[config.mk]
export PLATFORM = sky130hd
export DESIGN_NAME = signature_section_extractor
export DESIGN_NICKNAME = d
export VERILOG_FILES = /design/src/design/sse_pkg.sv /design/src/design/sse_cell.sv /design/src/design/sse_result_fifo.sv /design/src/design/signature_section_extractor.sv
export SDC_FILE = /design/constraint.sdc
export NUM_CORES = 1
export LEC_CHECK = 0
export BUFFER_PORTS_ARGS = -buffer_cell sky130_fd_sc_hd__buf_2
export CAP_MARGIN = 20
export CORE_UTILIZATION = 68
export CTS_BUF_LIST = sky130_fd_sc_hd__clkbuf_4 sky130_fd_sc_hd__clkbuf_8
export CTS_CLUSTER_DIAMETER = 100
export DETAILED_ROUTE_END_ITERATION = 12
export PLACE_DENSITY = 0.87
export SETUP_SLACK_MARGIN = 0.2
export SYNTH_ARGS = -nofsm -noshare
export SYNTH_HDL_FRONTEND = slang
export SYNTH_HIERARCHICAL = 1
export SYNTH_SLANG_ARGS = --single-unit
[constraint.sdc]
create_clock -name clk -period 13.4 [get_ports clk]
set_input_delay 2.68 -clock clk [delete_from_list [all_inputs] [get_ports clk]]
set_output_delay 2.68 -clock clk [all_outputs]
set_load 0.05 [all_outputs]
[src/design/sse_pkg.sv]
// Shared types and constants for the signature section extractor.
// No dependencies; imported by every module of the block.
package sse_pkg;

  localparam int SIG_BYTES_MAX   = 16;
  localparam int HDR_FIELD_BYTES = 4;
  localparam int SIZE_W          = 8 * HDR_FIELD_BYTES;

  localparam int CFG_INDEX_W = 1;
  localparam int CFG_DATA_W  = 64;
  localparam logic [CFG_INDEX_W-1:0] REG_SIG_LOW  = 1'd0;
  localparam logic [CFG_INDEX_W-1:0] REG_SIG_HIGH = 1'd1;

  localparam logic KIND_PAYLOAD = 1'b0;
  localparam logic KIND_REPORT  = 1'b1;

  localparam logic [1:0] ST_EXTRACTED = 2'd0;
  localparam logic [1:0] ST_NOT_FOUND = 2'd1;
  localparam logic [1:0] ST_TRUNCATED = 2'd2;

  localparam int FIFO_DEPTH = 4;
  localparam int FIFO_AW    = $clog2(FIFO_DEPTH);
  localparam int FIFO_CW    = $clog2(FIFO_DEPTH + 1);

  typedef struct packed {
    logic              kind;
    logic [7:0]        data_byte;
    logic              last;
    logic [1:0]        status;
    logic [SIZE_W-1:0] used_size;
    logic [SIZE_W-1:0] full_size;
  } result_t;

  typedef struct packed {
    logic a_valid;
    logic b_valid;
  } push_t;

endpackage

[src/design/sse_cell.sv]
// One window cell: holds a past image byte and its valid flag, compares it
// against its signature byte and hands both to the next cell. Uses sse_pkg.
module sse_cell
  import sse_pkg::*;
(
  input  logic       clk,
  input  logic       rst_n,
  input  logic       shift_en,
  input  logic       clear,
  input  logic [7:0] byte_in,
  input  logic       valid_in,
  input  logic [7:0] sig_byte,
  output logic [7:0] byte_out,
  output logic       valid_out,
  output logic       hit
);

  logic [7:0] byte_r;
  logic       valid_r;

  always_ff @(posedge clk) begin
    if (shift_en) begin
      byte_r <= byte_in;
    end
  end

  always_ff @(posedge clk) begin
    if (!rst_n || clear) begin
      valid_r <= 1'b0;
    end else if (shift_en) begin
      valid_r <= valid_in;
    end
  end

  assign byte_out  = byte_r;
  assign valid_out = valid_r;
  assign hit       = valid_r && (byte_r == sig_byte);

endmodule

[src/design/sse_result_fifo.sv]
// Result queue: takes up to two result transactions per cycle, hands out one.
// Uses sse_pkg for result_t, push_t and the queue depth.
module sse_result_fifo
  import sse_pkg::*;
(
  input  logic    clk,
  input  logic    rst_n,
  input  push_t   push,
  input  result_t wr_a,
  input  result_t wr_b,
  input  logic    pop,
  output logic    room2,
  output logic    not_empty,
  output result_t head
);

  result_t             mem_r [FIFO_DEPTH];
  logic [FIFO_AW-1:0]  wr_ptr_r;
  logic [FIFO_AW-1:0]  wr_ptr_nxt;
  logic [FIFO_AW-1:0]  rd_ptr_r;
  logic [FIFO_AW-1:0]  rd_ptr_nxt;
  logic [FIFO_CW-1:0]  count_r;
  logic [FIFO_CW-1:0]  count_nxt;
  logic [FIFO_AW-1:0]  wr_ptr_b;

  assign wr_ptr_b = wr_ptr_r + FIFO_AW'(1);

  always_comb begin
    wr_ptr_nxt = wr_ptr_r + FIFO_AW'(push.a_valid) + FIFO_AW'(push.b_valid);
    rd_ptr_nxt = rd_ptr_r + FIFO_AW'(pop);
    count_nxt  = count_r + FIFO_CW'(push.a_valid) + FIFO_CW'(push.b_valid)
                 - FIFO_CW'(pop);
  end

  always_ff @(posedge clk) begin
    if (push.a_valid) begin
      mem_r[wr_ptr_r] <= wr_a;
    end
    if (push.b_valid) begin
      mem_r[wr_ptr_b] <= wr_b;
    end
  end

  always_ff @(posedge clk) begin
    if (!rst_n) begin
      wr_ptr_r <= '0;
      rd_ptr_r <= '0;
      count_r  <= '0;
    end else begin
      wr_ptr_r <= wr_ptr_nxt;
      rd_ptr_r <= rd_ptr_nxt;
      count_r  <= count_nxt;
    end
  end

  assign room2     = (count_r <= FIFO_CW'(FIFO_DEPTH - 2));
  assign not_empty = (count_r != '0);
  assign head      = mem_r[rd_ptr_r];

endmodule

[src/design/signature_section_extractor.sv]
// Top level of the signature section extractor: window cell chain, header
// and payload sequencing, result queue. Uses sse_pkg, sse_cell, sse_result_fifo.
//
//   channel  direction  payload
//   in_      slave      tdata[7:0] image byte, tlast image end
//   out_     master     tuser item kind, tdata sizes/status/byte, tlast last
//   cfg_     write      cfg_index selects signature_low / signature_high
//
// One image byte per cycle while in_tready is high; a result is queued on the
// transaction that causes it. The match is a single compare across the chain
// of SIGNATURE_LENGTH-1 window cells plus the incoming byte. in_tready falls
// while the four-entry result queue holds more than two results.
// Synchronous reset clears the signature, the window, the sequencer and queue.
module signature_section_extractor
  import sse_pkg::*;
#(
  parameter int SIGNATURE_LENGTH = 16
) (
  input  logic                   clk,
  input  logic                   rst_n,
  input  logic                   in_tvalid,
  output logic                   in_tready,
  input  logic [7:0]             in_tdata,   // [7:0] image_byte
  input  logic                   in_tlast,   // image_end
  output logic                   out_tvalid,
  input  logic                   out_tready,
  output logic [79:0]            out_tdata,  // [7:0] payload_byte, [9:8] status,
                                             // [41:10] declared_used_size,
                                             // [73:42] declared_full_size
  output logic                   out_tlast,  // payload_last
  output logic                   out_tuser,  // [0] item_kind
  input  logic                   cfg_wr_en,
  input  logic [CFG_INDEX_W-1:0] cfg_index,
  input  logic [CFG_DATA_W-1:0]  cfg_wdata
);

  localparam int NCELL = (SIGNATURE_LENGTH > 1) ? SIGNATURE_LENGTH - 1 : 1;

  localparam logic [1:0] PH_SEARCH  = 2'd0;
  localparam logic [1:0] PH_HEADER  = 2'd1;
  localparam logic [1:0] PH_PAYLOAD = 2'd2;
  localparam logic [1:0] PH_DONE    = 2'd3;

  logic [CFG_DATA_W-1:0] sig_low_r;
  logic [CFG_DATA_W-1:0] sig_high_r;
  logic [127:0]          sig_all;

  logic [1:0]        phase_r, phase_nxt;
  logic [2:0]        hdr_r, hdr_nxt;
  logic [SIZE_W-1:0] full_r, full_nxt;
  logic [SIZE_W-1:0] used_r, used_nxt;
  logic [SIZE_W-1:0] left_r, left_nxt;

  logic             in_fire;
  logic             end_fire;
  logic             win_shift;
  logic [NCELL-1:0] cell_hit;
  logic             sig_match;
  logic             pay_valid;
  logic             pay_last;
  logic [1:0]       rpt_status;

  result_t pay_item;
  result_t rpt_item;
  result_t wr_a;
  result_t wr_b;
  result_t head;
  push_t   push;
  logic    room2;
  logic    q_not_empty;

  always_ff @(posedge clk) begin
    if (!rst_n) begin
      sig_low_r  <= '0;
      sig_high_r <= '0;
    end else if (cfg_wr_en) begin
      case (cfg_index)
        REG_SIG_LOW:  sig_low_r  <= cfg_wdata;
        REG_SIG_HIGH: sig_high_r <= cfg_wdata;
        default: ;
      endcase
    end
  end

  assign sig_all  = {sig_high_r, sig_low_r};
  assign in_fire  = in_tvalid && in_tready;
  assign end_fire = in_fire && in_tlast;

  generate
    if (SIGNATURE_LENGTH > 1) begin : g_chain
      logic [7:0] chain_byte [NCELL+1];
      logic       chain_vld  [NCELL+1];

      assign chain_byte[0] = in_tdata;
      assign chain_vld[0]  = 1'b1;

      for (genvar i = 0; i < NCELL; i++) begin : g_cell
        sse_cell u_cell (
          .clk       (clk),
          .rst_n     (rst_n),
          .shift_en  (win_shift),
          .clear     (end_fire),
          .byte_in   (chain_byte[i]),
          .valid_in  (chain_vld[i]),
          .sig_byte  (sig_all[8*(SIGNATURE_LENGTH-2-i) +: 8]),
          .byte_out  (chain_byte[i+1]),
          .valid_out (chain_vld[i+1]),
          .hit       (cell_hit[i])
        );
      end
    end else begin : g_nochain
      assign cell_hit = '1;
    end
  endgenerate

  assign sig_match = (&cell_hit) && (in_tdata == sig_all[8*(SIGNATURE_LENGTH-1) +: 8]);

  always_comb begin
    phase_nxt = phase_r;
    hdr_nxt   = hdr_r;
    full_nxt  = full_r;
    used_nxt  = used_r;
    left_nxt  = left_r;
    win_shift = 1'b0;
    pay_valid = 1'b0;
    pay_last  = 1'b0;
    if (in_fire) begin
      case (phase_r)
        PH_SEARCH: begin
          if (sig_match) begin
            phase_nxt = PH_HEADER;
            hdr_nxt   = '0;
          end else begin
            win_shift = 1'b1;
          end
        end
        PH_HEADER: begin
          if (hdr_r < 3'(HDR_FIELD_BYTES)) begin
            full_nxt[{hdr_r[1:0], 3'b000} +: 8] = in_tdata;
          end else begin
            used_nxt[{hdr_r[1:0], 3'b000} +: 8] = in_tdata;
          end
          hdr_nxt = hdr_r + 3'd1;
          if (hdr_r == 3'(2 * HDR_FIELD_BYTES - 1)) begin
            left_nxt  = used_nxt;
            phase_nxt = (used_nxt == '0) ? PH_DONE : PH_PAYLOAD;
          end
        end
        PH_PAYLOAD: begin
          left_nxt  = left_r - SIZE_W'(1);
          pay_valid = 1'b1;
          pay_last  = (left_r == SIZE_W'(1));
          if (pay_last) begin
            phase_nxt = PH_DONE;
          end
        end
        default: ;
      endcase
    end
  end

  always_comb begin
    case (phase_nxt)
      PH_DONE:   rpt_status = ST_EXTRACTED;
      PH_SEARCH: rpt_status = ST_NOT_FOUND;
      default:   rpt_status = ST_TRUNCATED;
    endcase
  end

  always_ff @(posedge clk) begin
    if (!rst_n || end_fire) begin
      phase_r <= PH_SEARCH;
      hdr_r   <= '0;
      full_r  <= '0;
      used_r  <= '0;
      left_r  <= '0;
    end else begin
      phase_r <= phase_nxt;
      hdr_r   <= hdr_nxt;
      full_r  <= full_nxt;
      used_r  <= used_nxt;
      left_r  <= left_nxt;
    end
  end

  always_comb begin
    pay_item           = '0;
    pay_item.kind      = KIND_PAYLOAD;
    pay_item.data_byte = in_tdata;
    pay_item.last      = pay_last;

    rpt_item           = '0;
    rpt_item.kind      = KIND_REPORT;
    rpt_item.status    = rpt_status;
    if (rpt_status != ST_NOT_FOUND) begin
      rpt_item.used_size = used_nxt;
      rpt_item.full_size = full_nxt;
    end

    push.a_valid = pay_valid || end_fire;
    push.b_valid = pay_valid && end_fire;
    wr_a         = pay_valid ? pay_item : rpt_item;
    wr_b         = rpt_item;
  end

  sse_result_fifo u_fifo (
    .clk       (clk),
    .rst_n     (rst_n),
    .push      (push),
    .wr_a      (wr_a),
    .wr_b      (wr_b),
    .pop       (out_tvalid && out_tready),
    .room2     (room2),
    .not_empty (q_not_empty),
    .head      (head)
  );

  assign in_tready  = room2;
  assign out_tvalid = q_not_empty;
  assign out_tuser  = head.kind;
  assign out_tlast  = head.last;
  assign out_tdata  = {6'd0, head.full_size, head.used_size, head.status, head.data_byte};

  a_end_clears: assert property (@(posedge clk) disable iff (!rst_n)
    end_fire |=> (phase_r == PH_SEARCH) && (hdr_r == '0) && (left_r == '0))
    else $error("state not cleared after image end");

  a_payload_left: assert property (@(posedge clk) disable iff (!rst_n)
    (phase_r == PH_PAYLOAD) |-> (left_r != '0))
    else $error("payload phase with no bytes left");

  a_hdr_idle: assert property (@(posedge clk) disable iff (!rst_n)
    (phase_r != PH_HEADER) |-> (hdr_r == '0))
    else $error("header index moved outside header phase");

  a_report_not_last: assert property (@(posedge clk) disable iff (!rst_n)
    (out_tvalid && (out_tuser == KIND_REPORT)) |-> !out_tlast)
    else $error("report marked as last payload byte");

endmodule

== Yosys cells after proc, flatten, opt, wreduce, memory -nomap -nowiden ==
Memories as Yosys holds them, arrays and structs flattened. A register that Yosys moved wholly into a read port is not among the register bits.
Cells that the tools add are included.
W data, S select, Z words.

* $add $sub $neg: 10
* Reductions and logical operators: 34
* Multiplexer cells: 35
* Bitwise logic cells: 1
* Shifts and indexed selects: 2
* Eq/ne operators: 24
* Magnitude comparators: 2

{| class="wikitable"
|+ Operators with widths
! operator !! number
|-
| $mux W32 || 9
|-
| $eq A8 B8 Y1 || 16
|-
| $mux W76 || 1
|-
| $bwmux W32 || 2
|-
| $mux W64 || 1
|-
| $pmux W32 S2 || 1
|-
| $eq A32 B1 Y1 const B || 1
|-
| $logic_not A32 Y1 || 1
|-
| $shift A8 B7 Y32 const A || 1
|-
| $shiftx A8 B7 Y32 || 1
|-
| $sub A32 B1 Y32 const B || 1
|-
| $logic_and A1 B1 Y1 || 20
|-
| $reduce_and A15 Y1 || 1
|-
| $mux W1 || 12
|-
| $mux W2 || 5
|-
| $neg A5 Y7 || 1
|-
| $add A2 B1 Y2 || 3
|-
| $add A3 B1 Y3 || 2
|-
| $pmux W2 S3 || 1
|-
| $pmux W3 S2 || 1
|-
| $reduce_and A3 Y1 || 2
|-
| $eq A2 B2 Y1 const B || 2
|-
| $logic_not A2 Y1 || 2
|-
| $ne A2 B2 Y1 const B || 2
|-
| 16 further kinds || 19
|}

* Bits of input ports: 79
* Bits in writable memories: 304
* Flip-flop bits (word level): 371
* Memories kept: 1
* Output and inout port bits: 84

{| class="wikitable"
|+ Memory list
! name !! words !! width !! read ports !! clocked after memory_dff !! wr ports !! line !! RTL
|-
| u_fifo.mem_r || 4 || 76 || 1 || 1 || 2 || sse_result_fifo.sv:17 || <nowiki>result_t mem_r [FIFO_DEPTH];</nowiki>
|}

== Logic depth before layout (Yosys ltp) ==
Gate-level depths: netlist (run 1).

* Depth after elaboration: 16
* Mapped depth: 17
* Depth with buffers taken out: 14

== Modules after synthesis ==
The synthesis (run 1) kept the hierarchy.

{| class="wikitable"
|+ Modules (own cells, without submodules)
! module !! seq. area each (µm²) !! cells an instance !! instances !! area an instance (µm²)
|-
| sse_result_fifo || 9268.9 || 777 || 1 || 14979.4
|-
| signature_section_extractor || 4584.4 || 1444 || 1 || 10836.6
|-
| sse_cell || 260.2 || 23 || 15 || 372.9
|}

== Worst setup path before layout (run 1) ==
Ideal clock, no wire load.

* Path type: in2reg
* From: input in_tvalid
* To: memory u_fifo/mem_r[0][0] (netlist bit), enable pin
* Arrival time: 8.985 ns
* Library setup time: 0.622 ns
* Required time: 12.778 ns
* Buffers on the path: 0
* Path slack: 3.793 ns
* Cell stages on the path: 6
* Path through: nand2_1 > nor2_4 > inv_2 > nand2_1 > inv_1 > o31ai_1

{| class="wikitable"
|+ RTL lines
! item !! line !! RTL
|-
| start, declared || signature_section_extractor.sv:21 || <nowiki>input logic in_tvalid,</nowiki>
|-
| end, declared || sse_result_fifo.sv:17 ||
|}

==> results of run 1 <==
where the power goes:
part           switching (µW)  internal [µW]  leakage, µW  total [µW]
Clock                     819            980      0.00119        1800
Combinational             690            334      0.00513        1020
Sequential                147           2420      0.00607        2560
Total                    1660           3730       0.0124        5390
per-stage QoR:
stage / hold slack, ps / power, µW / area [µm²]
2_1_floorplan: 428 / 3360 / 31600
3_3_place_gp: 454 / 3580 / 32700
5_1_grt: 469 / 5560 / 34900
6_report: 459 / 5390 / 34900
3_5_place_dp: 457 / 3610 / 32700
4_1_cts: 461 / 5390 / 34900
per-layer routing:
metal	wire length, µm	track usage [%]
met3	8000	6.79
met2	38200	55.1
met5	0	0
met4	2790	13.9
met1	32100	48.3
flip-flops by register name (all words and copies together) (netlist names):
signal / count
hdr_r: 3
u_fifo/rd_ptr_r: 2
u_fifo/count_r: 3
g_chain.g_cell.u_cell/byte_out: 120
g_chain.g_cell.u_cell/valid_out: 15
sig_low_r: 64
u_fifo/wr_ptr_r: 2
u_fifo/mem_r: 304
full_r: 32
left_r: 32
used_r: 32
sig_high_r: 64
phase_r: 2
worst paths after layout:
path	from	slack, ps	endpoint	cells past startpoint
max	u_fifo/rd_ptr_r[0]$_SDFF_PN0_	7340	out_tdata[15]	3
min	g_chain.g_cell[1].u_cell/byte_out[6]$_DFFE_PP_	460	g_chain.g_cell[2].u_cell/byte_out[6]$_DFFE_PP_	0
max reg2reg	hdr_r[0]$_SDFFE_PP0P_	8290	u_fifo/mem_r[3][5]$_DFFE_PP_	12
min reg2reg	g_chain.g_cell[1].u_cell/byte_out[6]$_DFFE_PP_	460	g_chain.g_cell[2].u_cell/byte_out[6]$_DFFE_PP_	0
cells by family (layout without fill, tap and decap cells):
group / Yosys count / in the layout / share of synthesized area, %
AOI/OAI and AO/OA: 327 / 327 / 7.24
xor gates and xnor gates: 131 / 131 / 3.65
adders and majority gates: 16 / 16 / 0.709
buffers and inverters: 180 / 394 / 2.57
DFF: 675 / 675 / 56.5
muxes: 404 / 404 / 17.1
other: 2 / 47 / 0.0239
and+or+nand+nor: 831 / 831 / 12.2
cells in the final DEF (no fill, tap or decap), types with 78 or more instances in the layout:
master      n
buf_2     155
dfxtp_1   249
nand2_1   337
edfxtp_1  424
clkbuf_8  121
xnor2_1   121
a21oi_1    78
mux2_2    304
nor2_1    284
a21boi_0  131
worst max-delay path, stage by stage, from the launching register on:
cell and delay, ps:
dfxtp_4 1010, buf_4 710, mux4_2 630, buf_2 240
cell type report:
type	count	share of cell area (%)
multi-input combinational	1756	37.5
clock buffer	154	5.48
inverter	14	0.151
timing repair buffer	186	2.95
clock inverter	40	0.864
sequential	675	50.9
tap	600	2.15
==> flow_summary.toml, run 1 <==
[outcome]
run_status = "completed"

[synthesis]
synth-async-reset-ratio_pct = 0
yosysTopAreaCellShare_pct = 40.5
yosysTopAreaCell = "edfxtp_1"
yosys_most_used_dff = "edfxtp_1"
synth-seq-cells = 675
synth_edf_count = 424
ys_warn_count = 6
yosysMostFrequentCell = "edfxtp_1"
synth_area_leaders = "edfxtp_1 41%, dfxtp_1 16%, mux2_2 11%, mux4_2 5.4%, nand2_1 4.1%"
synth_cells = 2566
synth_top_cells_by_count = "424 x edfxtp_1, 340 x nand2_1, 304 x mux2_2, 285 x nor2_1, 251 x dfxtp_1"
synth_cell_type_count = 85
synthesis.area_um2 = 31400
ys_seq_area_share_pct = 56.5
syn_area_per_cell_um2 = 12.2

[detailed_routing]
wl_um = 81100
wire_per_inst_um = 23.7
drtAntennaViolNets = 0
drt_iter0_drc = 2314
via_count = 21812
routed_via_density = 6.37
route.detailed.drc = 0
first_pass_iters = 7

[global_route]
grt_overflow_total = 0
track_usage_pct = 35.0
grt_max_degree = 114
grt_pass1_vias = 21812
antenna_found_initial = 1
grt_pass1_wl_um = 125000

[finish]
antenna_cells = 0
syn2layout_area_growth_pct = 11.1
fillers = 2707
regArea_um2 = 17800
fin_nets = 2831
final_core_util_pct = 76.8
multi_input_area_um2 = 13100
stdcell_count = 3425
drive_gt1_share_pct = 28.5

[clock_tree]
clk_root_buffer_cell = "clkbuf_8"
path_clk_slew_ps = 60
cts_hold_buf = 0
ctsResizeCount = 0
cts_tree = "done"
post_cts_buffers = 0
clkSinkCount = 675
numCtsBuffers = 103
cts_htree_levels = 3
cts_buffer_depth = 3
clk_latency_ps = 710

[die]
start_util_pct = 69.1
rows = 78
die_area_um2 = 47100
ios = 163
core_um2 = 45500
fp.dieH_um = 217
die_width_um = 217

[timing]
setup_viol = 0
drv_slew = 0
finalHoldViolCount = 0
rsz0062_at_grt = "no"
finClkSkew_ps = 38.4
max_slew_margin_pct = 26.9
fin_crit_ps = 6060
final.period_utilization_pct = 45.3
fmax_ghz = 0.165
tightest_slew_ps = 1090
setup_ws_ps = 7340
finalSetupTns_ps = 0

[critical_path]
startpoint_type = "flop"
crit_required_ps = 10720
path_class = "reg -> out"
worst_setup_path_end_kind = "output port"
crit_fanout = 45
worstPathArrival_ps = 3380

[run]
drv_cap = 0

[power]
power.density_nw_per_um2 = 154
vdd_drop_max_uv = 125
leakage_uw = 0.0124

[place]
gp_congestion = 0.971
post-place-ws_ps = 7100
placed_cells = 3230
hpwlAfterDp_um = 50400
io_buffer_count = 156

[min_path]
worstHoldPathType = "reg -> reg"
Note: power is estimated with default switching activity, not from simulation.
==> run 2, diff against run 1 <==
--- a/config.mk
+++ b/config.mk
@@ -7,11 +7,11 @@
 export LEC_CHECK = 0
 export BUFFER_PORTS_ARGS = -buffer_cell sky130_fd_sc_hd__buf_2
 export CAP_MARGIN = 20
-export CORE_UTILIZATION = 68
+export CORE_UTILIZATION = 64
 export CTS_BUF_LIST = sky130_fd_sc_hd__clkbuf_4 sky130_fd_sc_hd__clkbuf_8
 export CTS_CLUSTER_DIAMETER = 100
 export DETAILED_ROUTE_END_ITERATION = 12
-export PLACE_DENSITY = 0.87
+export PLACE_DENSITY = 0.83
 export SETUP_SLACK_MARGIN = 0.2
 export SYNTH_ARGS = -nofsm -noshare
 export SYNTH_HDL_FRONTEND = slang
==> constraint.sdc (replaced) <==
create_clock -name clk -period 6.02 [get_ports clk]
set_input_delay 1.204 -clock clk [delete_from_list [all_inputs] [get_ports clk]]
set_output_delay 1.204 -clock clk [all_outputs]
set_load 0.05 [all_outputs]
==> run 2 against run 1 <==
  * Global-route usage fell by 3.0 points
  * Clock power rose by 130%
  * Utilization fell by 3.9 points
  * Power rose by 120%
  * Via count fell by 1.3%
  * Critical path depth rose by 9
  * Clock skew rose by 4.6 ps
==> flow_summary.toml, run 2 (synthesis results as in run 1) <==
[global_route]
grt_overflow_total = 0
track_usage_pct = 32.0
antenna_found_initial = 3
grt_max_degree = 103
grt_pass1_wl_um = 122000
grt_pass1_vias = 21283

[finish]
top_register = "u_fifo/mem_r"
drive_gt1_share_pct = 28.8
layout_commonest_cell = "edfxtp_1"
syn2layout_area_growth_pct = 11.5
layout_common_cells = "424 x edfxtp_1, 337 x nand2_1, 304 x mux2_2"
fin_nets = 2833
largest_register_ffs = 304

[timing]
drv_slew = 0
rsz0062_at_grt = "no"
finalSetupTns_ps = 0
tightest_slew_ps = 1120
fin_crit_ps = 4980
finalHoldViolCount = 0
fmax_ghz = 0.201
final.period_utilization_pct = 82.8
finClkSkew_ps = 43.0
max_slew_margin_pct = 25.6
setup_viol = 0

[detailed_routing]
drtAntennaViolNets = 0
via_count = 21532
routed_via_density = 6.25
first_pass_iters = 6
route.detailed.drc = 0
wire_per_inst_um = 23.2
wl_um = 79900
drt_iter0_drc = 2013

[power]
internal-power_uw = 8350
switching_share_pct = 30.5
vdd_drop_max_uv = 229
seqPwrFrac_pct = 47.5
comb_power_share_pct = 18.7
switchingPower_uw = 3660
power.density_nw_per_um2 = 343
p_total_uw = 12000
clkPwrFrac_pct = 33.7
leakage_uw = 0.0124

[critical_path]
r2r_cells = 12
crit_fanout = 69
worst_setup_path_end_kind = "flop"
timing.rr.start = "hdr_r[0]$_SDFFE_PP0P_"
worstPathArrival_ps = 5430
crit_required_ps = 6470
rrSetupSlack_ps = 1040
startpoint_type = "flop"
r2r_end = "u_fifo/mem_r[3][7]$_DFFE_PP_"
path_class = "reg -> reg"

[die]
core_um2 = 48000
die_area_um2 = 50000
rows = 80
ios = 163
fp.dieH_um = 224
die_width_um = 224
start_util_pct = 65.4

[clock_tree]
numCtsBuffers = 104
clk_root_buffer_cell = "clkbuf_8"
cts_htree_levels = 3
clk_latency_ps = 740
cts_tree = "done"
ctsResizeCount = 0
clkSinkCount = 675
path_clk_slew_ps = 70
cts_buffer_depth = 3
post_cts_buffers = 0
cts_hold_buf = 0

[run]
drv_cap = 0

[outcome]
run_status = "completed"

[min_path]
worstHoldPathType = "reg -> reg"
hold_depth = 0
hold_start = "g_chain.g_cell[8].u_cell/byte_out[5]$_DFFE_PP_"
holdPathEnd = "g_chain.g_cell[9].u_cell/byte_out[5]$_DFFE_PP_"

[place]
gp_congestion = 0.919
io_buffer_count = 156
hpwlAfterDp_um = 50600
-- run 2: changes by cell type in the layout (fill, tap and decap cells not counted), sizes merged --
cell / before / now
buf: 186 / 187
inv: 19 / 18
bufinv: 3 / 2
clkinv: 31 / 20
clkbuf: 154 / 168
diode: 0 / 1
-- run 2: per-stage QoR --
| step | hold WS, ps | utilization, % | setup WS, ps | cells | area, µm² |
|---|---|---|---|---|---|
| 2_1_floorplan | 428 | - | 238 | 2611 | 31600 |
| 3_5_place_dp | 456 | 68.2 | 1140 | 3247 | 32800 |
| 3_3_place_gp | 452 | 68.2 | 778 | 3246 | 32800 |
| 5_1_grt | 468 | 72.9 | 855 | 3442 | 35000 |
| 6_report | 454 | 72.9 | 1040 | 3443 | 35000 |
| 4_1_cts | 457 | 72.9 | 1150 | 3442 | 35000 |
-- run 2: worst max path at each step --
stage,startpoint,endpoint,cells after the start
final,hdr_r[0]$_SDFFE_PP0P_,u_fifo/mem_r[3][7]$_DFFE_PP_,12
after global routing,hdr_r[0]$_SDFFE_PP0P_,u_fifo/mem_r[3][24]$_DFFE_PP_,12
after CTS,hdr_r[0]$_SDFFE_PP0P_,u_fifo/mem_r[3][7]$_DFFE_PP_,12
after detailed placement,in_tdata[2],u_fifo/mem_r[0][46]$_DFFE_PP_,10
after global placement,hdr_r[0]$_SDFFE_PP0P_,u_fifo/mem_r[1][37]$_DFFE_PP_,12
after floorplan,in_tdata[6],g_chain.g_cell[0].u_cell/valid_out$_SDFFE_PP0P_,7
-- run 2: power groups by stage --
stage / clock network [µW] / registers, µW / logic (µW)
final: 4050 / 5710 / 2250
after floorplan: 0 / 5650 / 1820
after global routing: 4270 / 5740 / 2350
after CTS: 4100 / 5710 / 2260
after global placement: 0 / 5780 / 2220
after detailed placement: 0 / 5800 / 2240
-- run 2: per-layer routing --
layer  vias up  track usage (%)  wire (µm)
li1       9639                -          -
met4         4             11.7       2320
met2      1041             50.1      37500
met3       189             5.17       6900
met5         -                0         27
met1     10659             45.5      33100
-- run 2: layout make-up --
cell class	instances	area (µm²)
timing repair buffer	187	1090
clock buffer	168	2020
fill	3139	13000
multi-input combinational	1756	13100
clock inverter	27	221
tap	615	769
antenna	1	2.50
inverter	14	52.6
sequential	675	17800
-- run 2: critical path, stage by stage (launching register included) --
cell,delay (ps)
dfxtp_1,680
inv_1,200
ha_1,550
nor4b_2,760
a22oi_1,370
nand4_1,230
nor2_1,60
a31o_2,250
nand2_1,70
ha_2,160
buf_4,680
nor2_1,240
mux2_2,340
